`src/rtl/lpm_pkg.sv`:
```
// ----------------------------------------------------------------------------
// lpm_pkg: shared types and constants for the IPv4 forwarding block
// Holds the stream widths, verdict codes, sequencer states, the route entry
// layout and the mask and checksum helper functions.
// ----------------------------------------------------------------------------
package lpm_pkg;

    localparam int S_TDATA_W = 88;
    localparam int M_TDATA_W = 56;

    localparam logic [1:0] VERDICT_LOCAL   = 2'd0;
    localparam logic [1:0] VERDICT_TTL     = 2'd1;
    localparam logic [1:0] VERDICT_NOROUTE = 2'd2;
    localparam logic [1:0] VERDICT_FORWARD = 2'd3;

    localparam logic       KIND_ROUTE  = 1'b0;
    localparam logic       KIND_HEADER = 1'b1;

    localparam logic [3:0]  IHL_MASK       = 4'hf;
    localparam logic [15:0] CSUM_ALL_ONES  = 16'hffff;
    localparam logic [5:0]  MAX_PREFIX_LEN = 6'd32;

    typedef enum logic [2:0] {
        ST_IDLE,
        ST_CHECK,
        ST_SCAN,
        ST_DRAIN,
        ST_DONE
    } scan_state_t;

    typedef struct packed {
        logic [31:0] hop;
        logic [5:0]  len;
        logic [31:0] prefix;
    } route_t;

    typedef struct packed {
        logic [31:0] destination;
        logic [7:0]  ttl;
        logic [3:0]  ihl;
        logic [20:0] running_sum;
    } hdr_info_t;

    typedef struct packed {
        logic [1:0]  verdict;
        logic [31:0] next_hop;
        logic [7:0]  new_ttl;
        logic [15:0] new_checksum;
    } result_t;

    typedef struct packed {
        logic idle;
        logic load;
        logic hdr_clear;
    } scan_stat_t;

    function automatic logic [31:0] lpm_mask(input logic [5:0] len);
        logic [31:0] m;
        if (len == 6'd0)
        begin
            m = 32'd0;
        end
        else if (len >= MAX_PREFIX_LEN)
        begin
            m = 32'hffff_ffff;
        end
        else
        begin
            m = ~(32'hffff_ffff >> len);
        end
        return m;
    endfunction

    // The TTL enters the sum only when its halfword lies inside the header.
    function automatic logic [15:0] lpm_csum(input logic [20:0] sum, input logic [3:0] ihl);
        logic [20:0] adj;
        logic [16:0] f1;
        logic [16:0] f2;
        adj = ((ihl & IHL_MASK) >= 4'd3) ? (sum - 21'h100) : sum;
        f1  = {12'd0, adj[20:16]} + {1'b0, adj[15:0]};
        f2  = {16'd0, f1[16]} + {1'b0, f1[15:0]};
        return CSUM_ALL_ONES - f2[15:0];
    endfunction

endpackage

```
`src/rtl/lpm_hdr.sv`:
```
// ----------------------------------------------------------------------------
// lpm_hdr: IPv4 header halfword capture
// Tracks the halfword position, captures IHL, TTL and destination, and keeps
// the running ones-complement sum over the header.
// ----------------------------------------------------------------------------
module lpm_hdr (
    input  logic               clk,
    input  logic               rst_n,
    input  logic               word_en,
    input  logic [15:0]        word,
    input  logic               clear,
    output lpm_pkg::hdr_info_t info
);

    import lpm_pkg::*;

    logic [5:0]  pos_reg, pos_next;
    logic [3:0]  ihl_reg, ihl_next;
    logic [7:0]  ttl_reg, ttl_next;
    logic [31:0] dest_reg, dest_next;
    logic [20:0] sum_reg, sum_next;
    logic [3:0]  ihl_eff;
    logic        sum_en;

    assign ihl_eff = (pos_reg == 6'd0) ? (word[11:8] & IHL_MASK) : ihl_reg;
    assign sum_en  = (pos_reg < {1'b0, ihl_eff, 1'b0}) && (pos_reg != 6'd5);

    always_comb
    begin
        pos_next  = pos_reg;
        ihl_next  = ihl_reg;
        ttl_next  = ttl_reg;
        dest_next = dest_reg;
        sum_next  = sum_reg;
        if (clear)
        begin
            pos_next  = 6'd0;
            ihl_next  = 4'd0;
            ttl_next  = 8'd0;
            dest_next = 32'd0;
            sum_next  = 21'd0;
        end
        else if (word_en && (pos_reg < 6'd32))
        begin
            ihl_next = ihl_eff;
            if (pos_reg == 6'd4)
            begin
                ttl_next = word[15:8];
            end
            if (pos_reg == 6'd8)
            begin
                dest_next = {word, dest_reg[15:0]};
            end
            if (pos_reg == 6'd9)
            begin
                dest_next = {dest_reg[31:16], word};
            end
            if (sum_en)
            begin
                sum_next = sum_reg + {5'd0, word};
            end
            pos_next = (pos_reg < 6'd31) ? (pos_reg + 6'd1) : 6'd32;
        end
    end

    always_ff @(posedge clk or negedge rst_n)
    begin
        if (!rst_n)
        begin
            pos_reg  <= 6'd0;
            ihl_reg  <= 4'd0;
            ttl_reg  <= 8'd0;
            dest_reg <= 32'd0;
            sum_reg  <= 21'd0;
        end
        else
        begin
            pos_reg  <= pos_next;
            ihl_reg  <= ihl_next;
            ttl_reg  <= ttl_next;
            dest_reg <= dest_next;
            sum_reg  <= sum_next;
        end
    end

    assign info.destination = dest_reg;
    assign info.ttl         = ttl_reg;
    assign info.ihl         = ihl_reg;
    assign info.running_sum = sum_reg;

endmodule

```
`config.mk`:
```
export PLATFORM = sky130hd
export DESIGN_NAME = lpm_hdr
export DESIGN_NICKNAME = d
export VERILOG_FILES = /design/src/rtl/lpm_pkg.sv /design/src/rtl/lpm_hdr.sv
export SDC_FILE = /design/constraint.sdc
export NUM_CORES = 1
export LEC_CHECK = 0
export BUFFER_PORTS_ARGS = -buffer_cell sky130_fd_sc_hd__clkbuf_2
export CAP_MARGIN = 20
export CORE_MARGIN = 10
export CORE_UTILIZATION = 50
export DETAILED_ROUTE_END_ITERATION = 7
export PLACE_DENSITY = 0.79
export SLEW_MARGIN = 20
export SYNTH_ARGS = -nofsm -noshare
export SYNTH_HDL_FRONTEND = slang
export SYNTH_SLANG_ARGS = --single-unit
```
`constraint.sdc`:
```
create_clock -name clk -period 2.7 [get_ports clk]
set_clock_uncertainty 0.05 [all_clocks]
set_input_delay 0.27 -clock clk [delete_from_list [all_inputs] [get_ports clk]]
set_output_delay 0.27 -clock clk [all_outputs]
set_load 0.02 [all_outputs]
```
==> key figures <==
Power
  – Max VDD drop: 0.375 mV
  – Total power: 2840 µW
  – P_leak: 0.00256 µW
  – PD cells: 561 nW/µm²

Floorplanning
  – Row Count: 32
  – Die area: 11900 µm²
  – Die Height: 109 µm
  – Starting Density: 51.6%
  – I/O pin total: 85
  – DIE WIDTH: 109 µm
  – Core box area: 7730 µm²

Cells and area
  – Leading cell type in the layout, fill and taps excluded: clkbuf_2
  – P&R area growth vs syn: 27.3%
  – Final core utilization: 65.6%
  – Layout Cells excl Fill: 610
  – Fillers: 623
  – Most frequent cells in the layout: clkbuf_2, dfrtp_1, nor2_1
  – Max reg flops: 32
  – Layout Nets: 548
  – Antenna diode count: 0
  – Share of cells above drive strength 1: 31.1%

Placed design
  – Placed Instances: 588
  – Detailed Place HPWL: 8220 µm
  – GPL Wtd Cong: 0.886
  – IO Port Bufs: 84
  – Pre-CTS setup slack: -0.0732 ns

Routing
  – Vias: 3492
  – Initial DRC count: 159
  – Post-DRT Antenna Nets: 0
  – Drt first pass iters: 5
  – # DRC: 0
  – WL final: 11400 µm
  – Routed vias/inst: 5.72
  – Wire per inst: 18.6 µm

Timing
  – Setup ws final: -0.0558 ns
  – Tmin final: 2.76 ns
  – RSZ-0062 raised after global routing: true
  – Max Fclk: 363 MHz
  – Measured slew at the worst slew-check pin: 0.731 ns
  – Final Max Tran Viols: 0
  – Max transition margin: 51.2%
  – Hold_ws: 0.165 ns
  – Final setup viols: 6
  – Fin. Hold Viols: 0
  – Final period utilization: 102%

Flow run
  – Maxcap violations: 0

CTS
  – Clock insertion delay at the later pin of the skew report: 0.35 ns
  – Clock sink count: 71
  – Root Driver: clkbuf_8
  – Num CTS Buffers: 9
  – Max Root-Sink Buffers: 2
  – CTS H-tree lvls: 3
  – Worst-path clk slew: 0.08 ns
  – TritonCTS clock tree: yes

Logic synthesis
  – Largest family of logic cells by synthesized area: simple AND/OR/NAND/NOR gates
  – Asr flop ratio synth: 100%
  – Synth Area in Simple Gates: 17.9%
  – Synth top area share: 44.6%
  – XOR/XNOR share of the synthesized area: 2.42%
  – Number of synthesized register bits: 71
  – Compound-Gate Fraction of Synth Area: 11.7%
  – Synth Instances: 402
  – Register area share after synthesis: 44.6%
  – Synthesized area: 3990 µm²
  – Post-synth EDFFs: 0
  – Ys Warns: 0
  – Avg Cell Area, Syn: 9.91 µm²
  – Dominant synthesized flop cell: dfrtp_1
  – Adder-cell area share of the yosys netlist: 7.41%
  – Cell variety after synth: 49
  – Synth Net Count: 445
  – Post-synthesis mux area share: 12.9%
  – Top cells by area, synth: dfrtp_1, mux2i_1, ha_1
  – Largest area contributor in the netlist: dfrtp_1

Worst setup path
  – Crit path DAT: 2.93 ns
  – CP endpoint kind: flop
  – CP cell instances: inv_2 -> ha_4 -> nor2b_4 -> nand2_4 -> mux2i_4 -> ha_4 -> and4b_1 -> o21ai_1 -> a211o_1 -> and2_4 -> and3_4 -> a311o_1
  – Worst setup path class: reg2reg
  – CP max stage delay: 0.40 ns
  – Crit-path slowest cell: dfrtp_1
  – Buf/Inv on CP: 1
  – Critical path's top delay family: simple AND/OR/NAND/NOR gates
  – Worst-path maximum fanout: 6
  – CP Launch Type: flop
  – Crit path required time: 2.88 ns
  – Most numerous cell on the critical path: ha_4

GRT
  – Global-route wire length before repair: 18700 µm
  – Initial antenna violation count: 0
  – Vias in the first global route: 3682
  – Largest net degree at the start of global routing: 48
  – Grt total ovfl: 0
  – Overall routing resource usage: 19.6%

Worst hold path
  – Worst Hold Class: in2reg

Run status
  – Outcome: complete, but fails checks
  – Failing checks: negative setup slack
==> through the flow <==
step / instance area (µm²) / setup TNS [ns]
floorplan: 4020 / -0.0683
global placement: 4650 / 0
detailed placement: 4650 / -0.364
CTS: 5040 / -0.168
global route: 5070 / -1.23
finish: 5070 / -0.204
==> cells by family (layout without fill, tap and decap cells) <==
kind of cell,after synthesis,after routing
AND/OR/NAND/NOR,143,144
AO/OA/AOI/OAI,74,74
flip-flops,71,71
multiplexers,51,51
buffers and inverters,29,134
adder cells (fa/ha/maj),23,23
XOR/XNOR,11,11
==> worst paths after layout <==
path | endpoint | cells past startpoint | from | slack [ns]
setup / recovery | sum_reg[15] | 12 | pos_reg[0] | -0.06
max in group asynchronous | dest_reg[30] | 3 | rst_n | 1.52
setup reg to reg | sum_reg[15] | 12 | pos_reg[0] | -0.06
hold / removal | dest_reg[18] | 3 | word[2] | 0.16
hold reg to reg | dest_reg[18] | 2 | dest_reg[18] | 0.48
min in group asynchronous | ihl_reg[3] | 2 | rst_n | 0.40
==> power by group <==
part | switching, µW | total [µW] | leakage [µW] | internal, µW
clock network | 415 | 928 | 0.000101 | 513
registers | 46.4 | 1160 | 0.000977 | 1110
logic | 454 | 759 | 0.00148 | 305
total | 916 | 2840 | 0.00256 | 1930
==> worst reg2reg max path, cell delays in order, from the launching register on <==
cell and delay [ns]:
dfrtp_1 0.40, inv_2 0.08, ha_4 0.13, nor2b_4 0.17, nand2_4 0.10, mux2i_4 0.22, ha_4 0.28, and4b_1 0.18
o21ai_1 0.06, a211o_1 0.28, and2_4 0.20, and3_4 0.19, a311o_1 0.30
==> per-layer routing <==
layer / wire, µm / vias up / GRT usage [%]
li1: - / 1639 / -
met3: 795 / 22 / 5.43
met2: 5480 / 108 / 32.9
met5: 0 / - / 0
met4: 254 / 0 / 6.60
met1: 4820 / 1723 / 23.9
==> layout make-up <==
| type | instances | area (µm²) | share of cell area, % |
|---|---|---|---|
| Clock inverter | 5 | 85.1 | 1.68 |
| Tap cell | 102 | 128 | 2.52 |
| Clock buffer | 9 | 124 | 2.44 |
| Timing Repair Buffer | 114 | 688 | 13.6 |
| Multi-Input combinational cell | 303 | 2250 | 44.3 |
| Inverter | 6 | 22.5 | 0.444 |
| Sequential cell | 71 | 1780 | 35.0 |
==> Yosys cell counts, drive strengths merged, types with 2 or more instances <==
cell type  number
a211o           2
a211oi          6
a21boi          3
a21o            5
a21oi          30
a311o           2
a31oi           4
and2            2
and3            6
and4            4
buf             8
clkbuf         15
dfrtp          71
ha             22
inv             6
mux2            2
mux2i          49
nand2          28
nand2b          4
nand3           8
nand3b          2
nand4           8
nor2           60
nor2b           4
nor3            4
nor3b           4
nor4            2
o211ai          3
o21a            2
o21ai          10
o31ai           3
or3             2
or4             2
xnor2           5
xor2            6
==> what timing repair did <==
| item | in CTS | in global routing |
|---|---|---|
| gates cloned | 2 | 0 |
| setup buffers | 6 | 0 |
| gates resized for setup | 20 | 11 |
| pin swaps | 15 | 6 |
| hold buffers | 1 | 0 |
| endpoints found under the setup margin | 13 | 21 |
| hold endpoints to repair | 24 | 0 |
Power figures use the tool's default switching activity.
