### src/rtl/lpm_pkg.sv
// ----------------------------------------------------------------------------
// lpm_pkg: shared types and constants for the IPv4 forwarding block
// Holds the stream widths, verdict codes, sequencer states, the route entry
// layout and the mask and checksum helper functions.
// ----------------------------------------------------------------------------
package lpm_pkg;

    localparam int S_TDATA_W = 88;
    localparam int M_TDATA_W = 56;

    localparam logic [1:0] VERDICT_LOCAL   = 2'd0;
    localparam logic [1:0] VERDICT_TTL     = 2'd1;
    localparam logic [1:0] VERDICT_NOROUTE = 2'd2;
    localparam logic [1:0] VERDICT_FORWARD = 2'd3;

    localparam logic       KIND_ROUTE  = 1'b0;
    localparam logic       KIND_HEADER = 1'b1;

    localparam logic [3:0]  IHL_MASK       = 4'hf;
    localparam logic [15:0] CSUM_ALL_ONES  = 16'hffff;
    localparam logic [5:0]  MAX_PREFIX_LEN = 6'd32;

    typedef enum logic [2:0] {
        ST_IDLE,
        ST_CHECK,
        ST_SCAN,
        ST_DRAIN,
        ST_DONE
    } scan_state_t;

    typedef struct packed {
        logic [31:0] hop;
        logic [5:0]  len;
        logic [31:0] prefix;
    } route_t;

    typedef struct packed {
        logic [31:0] destination;
        logic [7:0]  ttl;
        logic [3:0]  ihl;
        logic [20:0] running_sum;
    } hdr_info_t;

    typedef struct packed {
        logic [1:0]  verdict;
        logic [31:0] next_hop;
        logic [7:0]  new_ttl;
        logic [15:0] new_checksum;
    } result_t;

    typedef struct packed {
        logic idle;
        logic load;
        logic hdr_clear;
    } scan_stat_t;

    function automatic logic [31:0] lpm_mask(input logic [5:0] len);
        logic [31:0] m;
        if (len == 6'd0)
        begin
            m = 32'd0;
        end
        else if (len >= MAX_PREFIX_LEN)
        begin
            m = 32'hffff_ffff;
        end
        else
        begin
            m = ~(32'hffff_ffff >> len);
        end
        return m;
    endfunction

    // The TTL enters the sum only when its halfword lies inside the header.
    function automatic logic [15:0] lpm_csum(input logic [20:0] sum, input logic [3:0] ihl);
        logic [20:0] adj;
        logic [16:0] f1;
        logic [16:0] f2;
        adj = ((ihl & IHL_MASK) >= 4'd3) ? (sum - 21'h100) : sum;
        f1  = {12'd0, adj[20:16]} + {1'b0, adj[15:0]};
        f2  = {16'd0, f1[16]} + {1'b0, f1[15:0]};
        return CSUM_ALL_ONES - f2[15:0];
    endfunction

endpackage

### src/rtl/lpm_ram.sv
// ----------------------------------------------------------------------------
// lpm_ram: generic single-write, single-read memory
// One write port and one read port with registered read data.
// ----------------------------------------------------------------------------
module lpm_ram #(
    parameter int WIDTH  = 8,
    parameter int DEPTH  = 16,
    parameter int ADDR_W = (DEPTH > 1) ? $clog2(DEPTH) : 1
) (
    input  logic              clk,
    input  logic              wr_en,
    input  logic [ADDR_W-1:0] wr_addr,
    input  logic [WIDTH-1:0]  wr_data,
    input  logic              rd_en,
    input  logic [ADDR_W-1:0] rd_addr,
    output logic [WIDTH-1:0]  rd_data
);

    logic [WIDTH-1:0] mem [DEPTH];

    always_ff @(posedge clk)
    begin
        if (wr_en)
        begin
            mem[wr_addr] <= wr_data;
        end
        if (rd_en)
        begin
            rd_data <= mem[rd_addr];
        end
    end

endmodule

### src/rtl/lpm_scan.sv
// ----------------------------------------------------------------------------
// lpm_scan: route table and longest prefix match sequencer
// Appends routes to the table memory and, for each packet needing a lookup,
// walks the stored entries one a cycle through a single masked compare unit.
// ----------------------------------------------------------------------------
module lpm_scan #(
    parameter int ENTRIES = 64
) (
    input  logic                clk,
    input  logic                rst_n,
    input  logic                add_en,
    input  lpm_pkg::route_t     add_route,
    input  logic                start,
    input  lpm_pkg::hdr_info_t  hdr,
    input  logic [31:0]         local_address,
    input  logic                out_free,
    output lpm_pkg::scan_stat_t stat,
    output lpm_pkg::result_t    res
);

    import lpm_pkg::*;

    localparam int AW = (ENTRIES > 1) ? $clog2(ENTRIES) : 1;
    localparam int CW = $clog2(ENTRIES + 1);

    scan_state_t state_reg, state_next;

    logic [CW-1:0] count_reg, count_next;
    logic [AW-1:0] idx_reg, idx_next;
    logic          pend_reg;
    logic          found_reg, found_next;
    logic [5:0]    longest_reg, longest_next;
    logic [31:0]   hop_reg, hop_next;

    logic          wr_en;
    logic          rd_en;
    logic [$bits(route_t)-1:0] rd_data;
    route_t        entry;
    logic          scan_go;
    logic          last_idx;
    logic          hit;

    assign wr_en = add_en && (count_reg < CW'(ENTRIES));

    lpm_ram #(
        .WIDTH (($bits(route_t))),
        .DEPTH (ENTRIES)
    ) u_table (
        .clk     (clk),
        .wr_en   (wr_en),
        .wr_addr (count_reg[AW-1:0]),
        .wr_data (add_route),
        .rd_en   (rd_en),
        .rd_addr (idx_reg),
        .rd_data (rd_data)
    );

    assign entry    = route_t'(rd_data);
    assign scan_go  = (hdr.destination != local_address) && (hdr.ttl != 8'd0)
                      && (count_reg != '0);
    assign last_idx = (CW'(idx_reg) == (count_reg - CW'(1)));
    assign hit      = pend_reg && (entry.len > longest_reg)
                      && (entry.prefix == (hdr.destination & lpm_mask(entry.len)));

    always_comb
    begin
        state_next = state_reg;
        unique case (state_reg)
            ST_IDLE:
            begin
                if (start)
                begin
                    state_next = ST_CHECK;
                end
            end
            ST_CHECK:
            begin
                state_next = scan_go ? ST_SCAN : ST_DONE;
            end
            ST_SCAN:
            begin
                if (last_idx)
                begin
                    state_next = ST_DRAIN;
                end
            end
            ST_DRAIN:
            begin
                state_next = ST_DONE;
            end
            ST_DONE:
            begin
                if (out_free)
                begin
                    state_next = ST_IDLE;
                end
            end
            default:
            begin
                state_next = ST_IDLE;
            end
        endcase
    end

    always_comb
    begin
        stat.idle      = (state_reg == ST_IDLE);
        stat.load      = (state_reg == ST_DONE) && out_free;
        stat.hdr_clear = (state_reg == ST_DONE) && out_free;
        rd_en          = (state_reg == ST_SCAN);
    end

    always_comb
    begin
        count_next   = wr_en ? (count_reg + CW'(1)) : count_reg;
        idx_next     = idx_reg;
        found_next   = found_reg;
        longest_next = longest_reg;
        hop_next     = hop_reg;
        if (state_reg == ST_CHECK)
        begin
            idx_next     = '0;
            found_next   = 1'b0;
            longest_next = 6'd0;
        end
        else if (state_reg == ST_SCAN)
        begin
            idx_next = idx_reg + AW'(1);
        end
        if (hit)
        begin
            found_next   = 1'b1;
            longest_next = entry.len;
            hop_next     = entry.hop;
        end
    end

    always_ff @(posedge clk or negedge rst_n)
    begin
        if (!rst_n)
        begin
            state_reg   <= ST_IDLE;
            count_reg   <= '0;
            idx_reg     <= '0;
            pend_reg    <= 1'b0;
            found_reg   <= 1'b0;
            longest_reg <= 6'd0;
        end
        else
        begin
            state_reg   <= state_next;
            count_reg   <= count_next;
            idx_reg     <= idx_next;
            pend_reg    <= rd_en;
            found_reg   <= found_next;
            longest_reg <= longest_next;
        end
    end

    always_ff @(posedge clk)
    begin
        hop_reg <= hop_next;
    end

    always_comb
    begin
        res.verdict      = VERDICT_NOROUTE;
        res.next_hop     = 32'd0;
        res.new_ttl      = 8'd0;
        res.new_checksum = 16'd0;
        priority if (hdr.destination == local_address)
        begin
            res.verdict = VERDICT_LOCAL;
        end
        else if (hdr.ttl == 8'd0)
        begin
            res.verdict = VERDICT_TTL;
        end
        else if (found_reg)
        begin
            res.verdict      = VERDICT_FORWARD;
            res.next_hop     = hop_reg;
            res.new_ttl      = hdr.ttl - 8'd1;
            res.new_checksum = lpm_csum(hdr.running_sum, hdr.ihl);
        end
        else
        begin
            res.verdict = VERDICT_NOROUTE;
        end
    end

endmodule

### config.mk
export PLATFORM = sky130hd
export DESIGN_NAME = lpm_scan
export DESIGN_NICKNAME = d
export VERILOG_FILES = /design/src/rtl/lpm_pkg.sv /design/src/rtl/lpm_ram.sv /design/src/rtl/lpm_scan.sv
export SDC_FILE = /design/constraint.sdc
export NUM_CORES = 2
export LEC_CHECK = 0
export ABC_AREA = 1
export BUFFER_PORTS_ARGS = -buffer_cell sky130_fd_sc_hd__buf_2
export CELL_PAD_IN_SITES_DETAIL_PLACEMENT = 2
export CELL_PAD_IN_SITES_GLOBAL_PLACEMENT = 2
export CORE_MARGIN = 1.5
export CORE_UTILIZATION = 41
export CTS_CLUSTER_SIZE = 10
export DETAILED_ROUTE_END_ITERATION = 6
export HOLD_SLACK_MARGIN = 0.08
export PLACE_DENSITY = 0.78
export SYNTH_ARGS = -nofsm -noshare
export SYNTH_HDL_FRONTEND = slang
export SYNTH_MEMORY_MAX_BITS = 65536
export SYNTH_SLANG_ARGS = --single-unit
### constraint.sdc
create_clock -name clk -period 6.5 [get_ports clk]
set_input_delay 0.65 -clock clk [delete_from_list [all_inputs] [get_ports clk]]
set_output_delay 0.65 -clock clk [all_outputs]
set_load 0.005 [all_outputs]
==> qor.txt, run 1 <==
Ranking of synthesized cells by area: edfxtp_1 76%, o21ai_0 6.3%, nor2_1 5.1%
Yosys reg bits: 4606
Count leader, synth: edfxtp_1
IO Count: 233
Port bufs: 232
Synth top area share: 0.762
Die Wd: 667 um
Routability Congestion: 0.794
Rows: 243
Run Error: [ERROR DPL-0033] detailed placement checks failed during check placement.
Largest area contributor in the netlist: edfxtp_1
Post-synth top flop: edfxtp_1
Initial Utilization: 0.412
Sequential fraction of the synthesis area: 0.765
Status: stopped before the end
Async set-reset flop share out of synthesis: 0.00521
Post-synth EDFFs: 4582
Mapped Cells: 13400
Netlist Area Pre-Place: 181000 um2
Synthesized net count: 13600
Stop stage: 3_5_place_dp
Die Ht: 667 um
Synth cell types: 47
Post-Syn Area per Cell: 13.5 um2
Warnings from Yosys: 0
Detailed placement HPWL: 436 mm
Post-synth top cells: 4582 x edfxtp_1, 2434 x nor2_1, 2263 x o21ai_0
-- through the flow --
stage | setup slack (ns) | cell area [um2] | instances | hold WS [ns]
after floorplan | 0.157 | 181000 | 13400 | 0.354
after global placement | 0.714 | 189000 | 18800 | 0.410
-- cell families after synthesis --
kind of cell,count (synthesis),share of synthesized area
buffers and inverters,1114,0.0247
adders and majority gates,21,0.00150
xor gates and xnor gates,71,0.00344
and+or+nand+nor,3866,0.0870
AOI/OAI and AO/OA,3679,0.118
DFF,4606,0.765
==> run 2: changes to the inputs <==
Settings changed: CELL_PAD_IN_SITES_DETAIL_PLACEMENT 2 to default, CELL_PAD_IN_SITES_GLOBAL_PLACEMENT 2 to default, CORE_UTILIZATION 41 to 40, CTS_CLUSTER_SIZE 10 to default, HOLD_SLACK_MARGIN 0.08 to default, PLACE_DENSITY 0.78 to default, PLACE_DENSITY_LB_ADDON from default to 0.15.
Clock period 6.5 ns to 8.5 ns, I/O delays scaled along.
==> run 2 against run 1 <==
  * The flow now finishes, with violations (DRC)
  * Synthesized cell count unchanged
  * Synthesized area unchanged
==> qor.txt, run 2 <==
Vias in the first global route: 114000
Power density over the cells: 290 nW/um2
Pin count of the biggest net entering global routing: 204
Vias: 120000
CTS clk-pin slew, worst paths: 0.06 ns
Max Cap Viol: 0
Rows: 246 (was 243)
Antenna Nets Post-Route: 0
Ranking of synthesized cells by area: edfxtp_1 76%, o21ai_0 6.3%, nor2_1 5.1% (unchanged)
Clk_lat worst skew: 1.05 ns
Max reg flops: 4480
Async set-reset flop share out of synthesis: 0.00521 (unchanged)
Fin nets: 13500
Setup TNS: 0 ns
CP max stage delay: 0.36 ns
Largest area contributor in the netlist: edfxtp_1 (unchanged)
WL final: 629 mm
Cell area after layout: 204000 um2
CP arrival: 5.23 ns
Max_slew headroom: 0.129
Die footprint: 455000 um2
Startpoint types: input pin
Area delta synth->final: 12.7%
Cell mode on critical path: nand2_1
DRT iter0 DRCs: 15500
Fmax: 164 MHz
Final period util: 0.715
Drt drc: 11
Mapped Cells: 13400 (unchanged)
Setup violators final: 0
Routability Congestion: 0.813 (was 0.794)
Synthesized net count: 13600 (unchanged)
Commonest cells after routing, fill and taps aside: 4582 x edfxtp_1, 2370 x nor2_1, 2263 x o21ai_0
Via density: 6.07
Per-cell routed wire length: 31.9 um
IO Count: 233 (unchanged)
Hold Crit Class: in2reg
Post-Syn Area per Cell: 13.5 um2 (unchanged)
Post-synth top cells: 4582 x edfxtp_1, 2434 x nor2_1, 2263 x o21ai_0 (unchanged)
Clock Skews: 0.0666 ns
RSZ-0062 raised after global routing: no
Yosys reg bits: 4606 (unchanged)
PostCTS Resize Cnt: 0
Final Max Slew Viols: 0
Non-Filler Instances: 19700
Crit-path max FO: 11
Warnings from Yosys: 0 (unchanged)
Share of cells above drive strength 1: 0.0891
Fillers: 39500
Initial Utilization: 0.402 (was 0.412)
Count leader, synth: edfxtp_1 (unchanged)
Multi-input logic area: 38400 um2
Total leakage power: 0.0643 uW
Post-synth top flop: edfxtp_1 (unchanged)
Clock root cell: clkbuf_16
Clock period minus worst slack: 6.08 ns
Critical Path End Type: primary output
Post-CTS Setup Bufs: 0
Global-route wire length before repair: 875 mm
GRT Util Overall: 0.269
Post-synth EDFFs: 4582 (unchanged)
GRT overflow: 0
Failing checks: DRC
CTS buffer count: 475
Kind of critical path: in2out
Sequential fraction of the synthesis area: 0.765 (unchanged)
Synth top area share: 0.762 (unchanged)
Post-DP Area: 188000 um2
Critical Path Slowest Stage Cell: ha_1
Status: complete, but fails checks (was stopped before the end)
Detailed placement HPWL: 309 mm (was 436 mm)
VDD IR max: 296 uV
Core area: 449000 um2
# clock sinks: 4606
Netlist Area Pre-Place: 181000 um2 (unchanged)
Initial antenna violation count: 65
Port bufs: 232 (unchanged)
Most common cell after layout, fill and taps aside: edfxtp_1
Die Wd: 675 um (was 667 um)
Critical Path RT: 7.65 ns
Placed insts: 18800
Fin. Hold Viols: 0
Worst-Margin Slew: 1.31 ns
CTS Hold Bufs: 1
H-tree depth reported by CTS: 5
CTS max path bufs: 4
CTS tree: done
Die Ht: 675 um (was 667 um)
Synth cell types: 47 (unchanged)
Pre-antenna DRT Iters: 7
Storage element area: 138000 um2
-- run 2: routing by layer --
| metal | wire length (um) | track usage | vias up |
|---|---|---|---|
| met4 | 23400 | 0.0901 | 16 |
| met5 | 92 | 0 | - |
| li1 | - | - | 50400 |
| met3 | 56400 | 0.0461 | 1131 |
| met2 | 292000 | 0.433 | 6029 |
| met1 | 256000 | 0.370 | 62100 |
-- run 2: final cells by class --
type	count	area share
Antenna cell	25	0.000307
Clock buffer	579	0.0608
Clock inverter	301	0.0136
Inverter	153	0.00309
Multi-Input combinational cell	7637	0.189
Sequential cell	4606	0.679
Tap cell	5952	0.0366
Timing Repair Buffer	463	0.0179
-- run 2: cells by family after synthesis --
group           share of synthesized area
compound gates                      0.118
xor+xnor                          0.00344
buf+inv                            0.0247
simple gates                       0.0870
fa+ha+maj                         0.00150
flops                               0.765
-- run 2: power breakdown --
part	internal [uW]	switching [uW]	total [uW]
registers	25300	344	25600
clock network	11700	8890	20500
logic	3410	9400	12800
total	40400	18600	59000
-- run 2: worst max-delay path, delay by kind of cell --
family        cells  cell delay, ns
xor+xnor          1            0.10
buf+inv           6            0.63
simple gates     20            3.08
fa+ha+maj         2            0.59
-- run 2: path summary, 6_finish.rpt --
check / startpoint / cells past startpoint / slack [ns] / endpoint
worst max-delay path: hdr[21] / 29 / 2.42 / res[11]
worst min-delay path: add_en / 3 / 0.35 / count_reg[0]
worst max register to register: idx_reg[0] / 9 / 3.97 / u_table.rd_data[51]
worst min register to register: u_table.rd_data[39] / 0 / 0.42 / hop_reg[1]
max in group asynchronous: rst_n / 2 / 6.94 / idx_reg[2]
min in group asynchronous: rst_n / 2 / 0.81 / count_reg[5]
-- run 2: stage by stage --
| stage | total power (uW) | setup WS (ns) | utilization | hold WS, ns |
|---|---|---|---|---|
| floorplan | 34200 | 1.96 | - | 0.400 |
| global placement | 38600 | 2.25 | 0.419 | 0.414 |
| detailed placement | 38800 | 2.45 | 0.419 | 0.407 |
| CTS | 59200 | 2.44 | 0.453 | 0.300 |
| global route | 61300 | 1.87 | 0.453 | 0.353 |
| finish | 59000 | 2.42 | 0.453 | 0.352 |
Note: power is estimated with default switching activity, not from simulation.
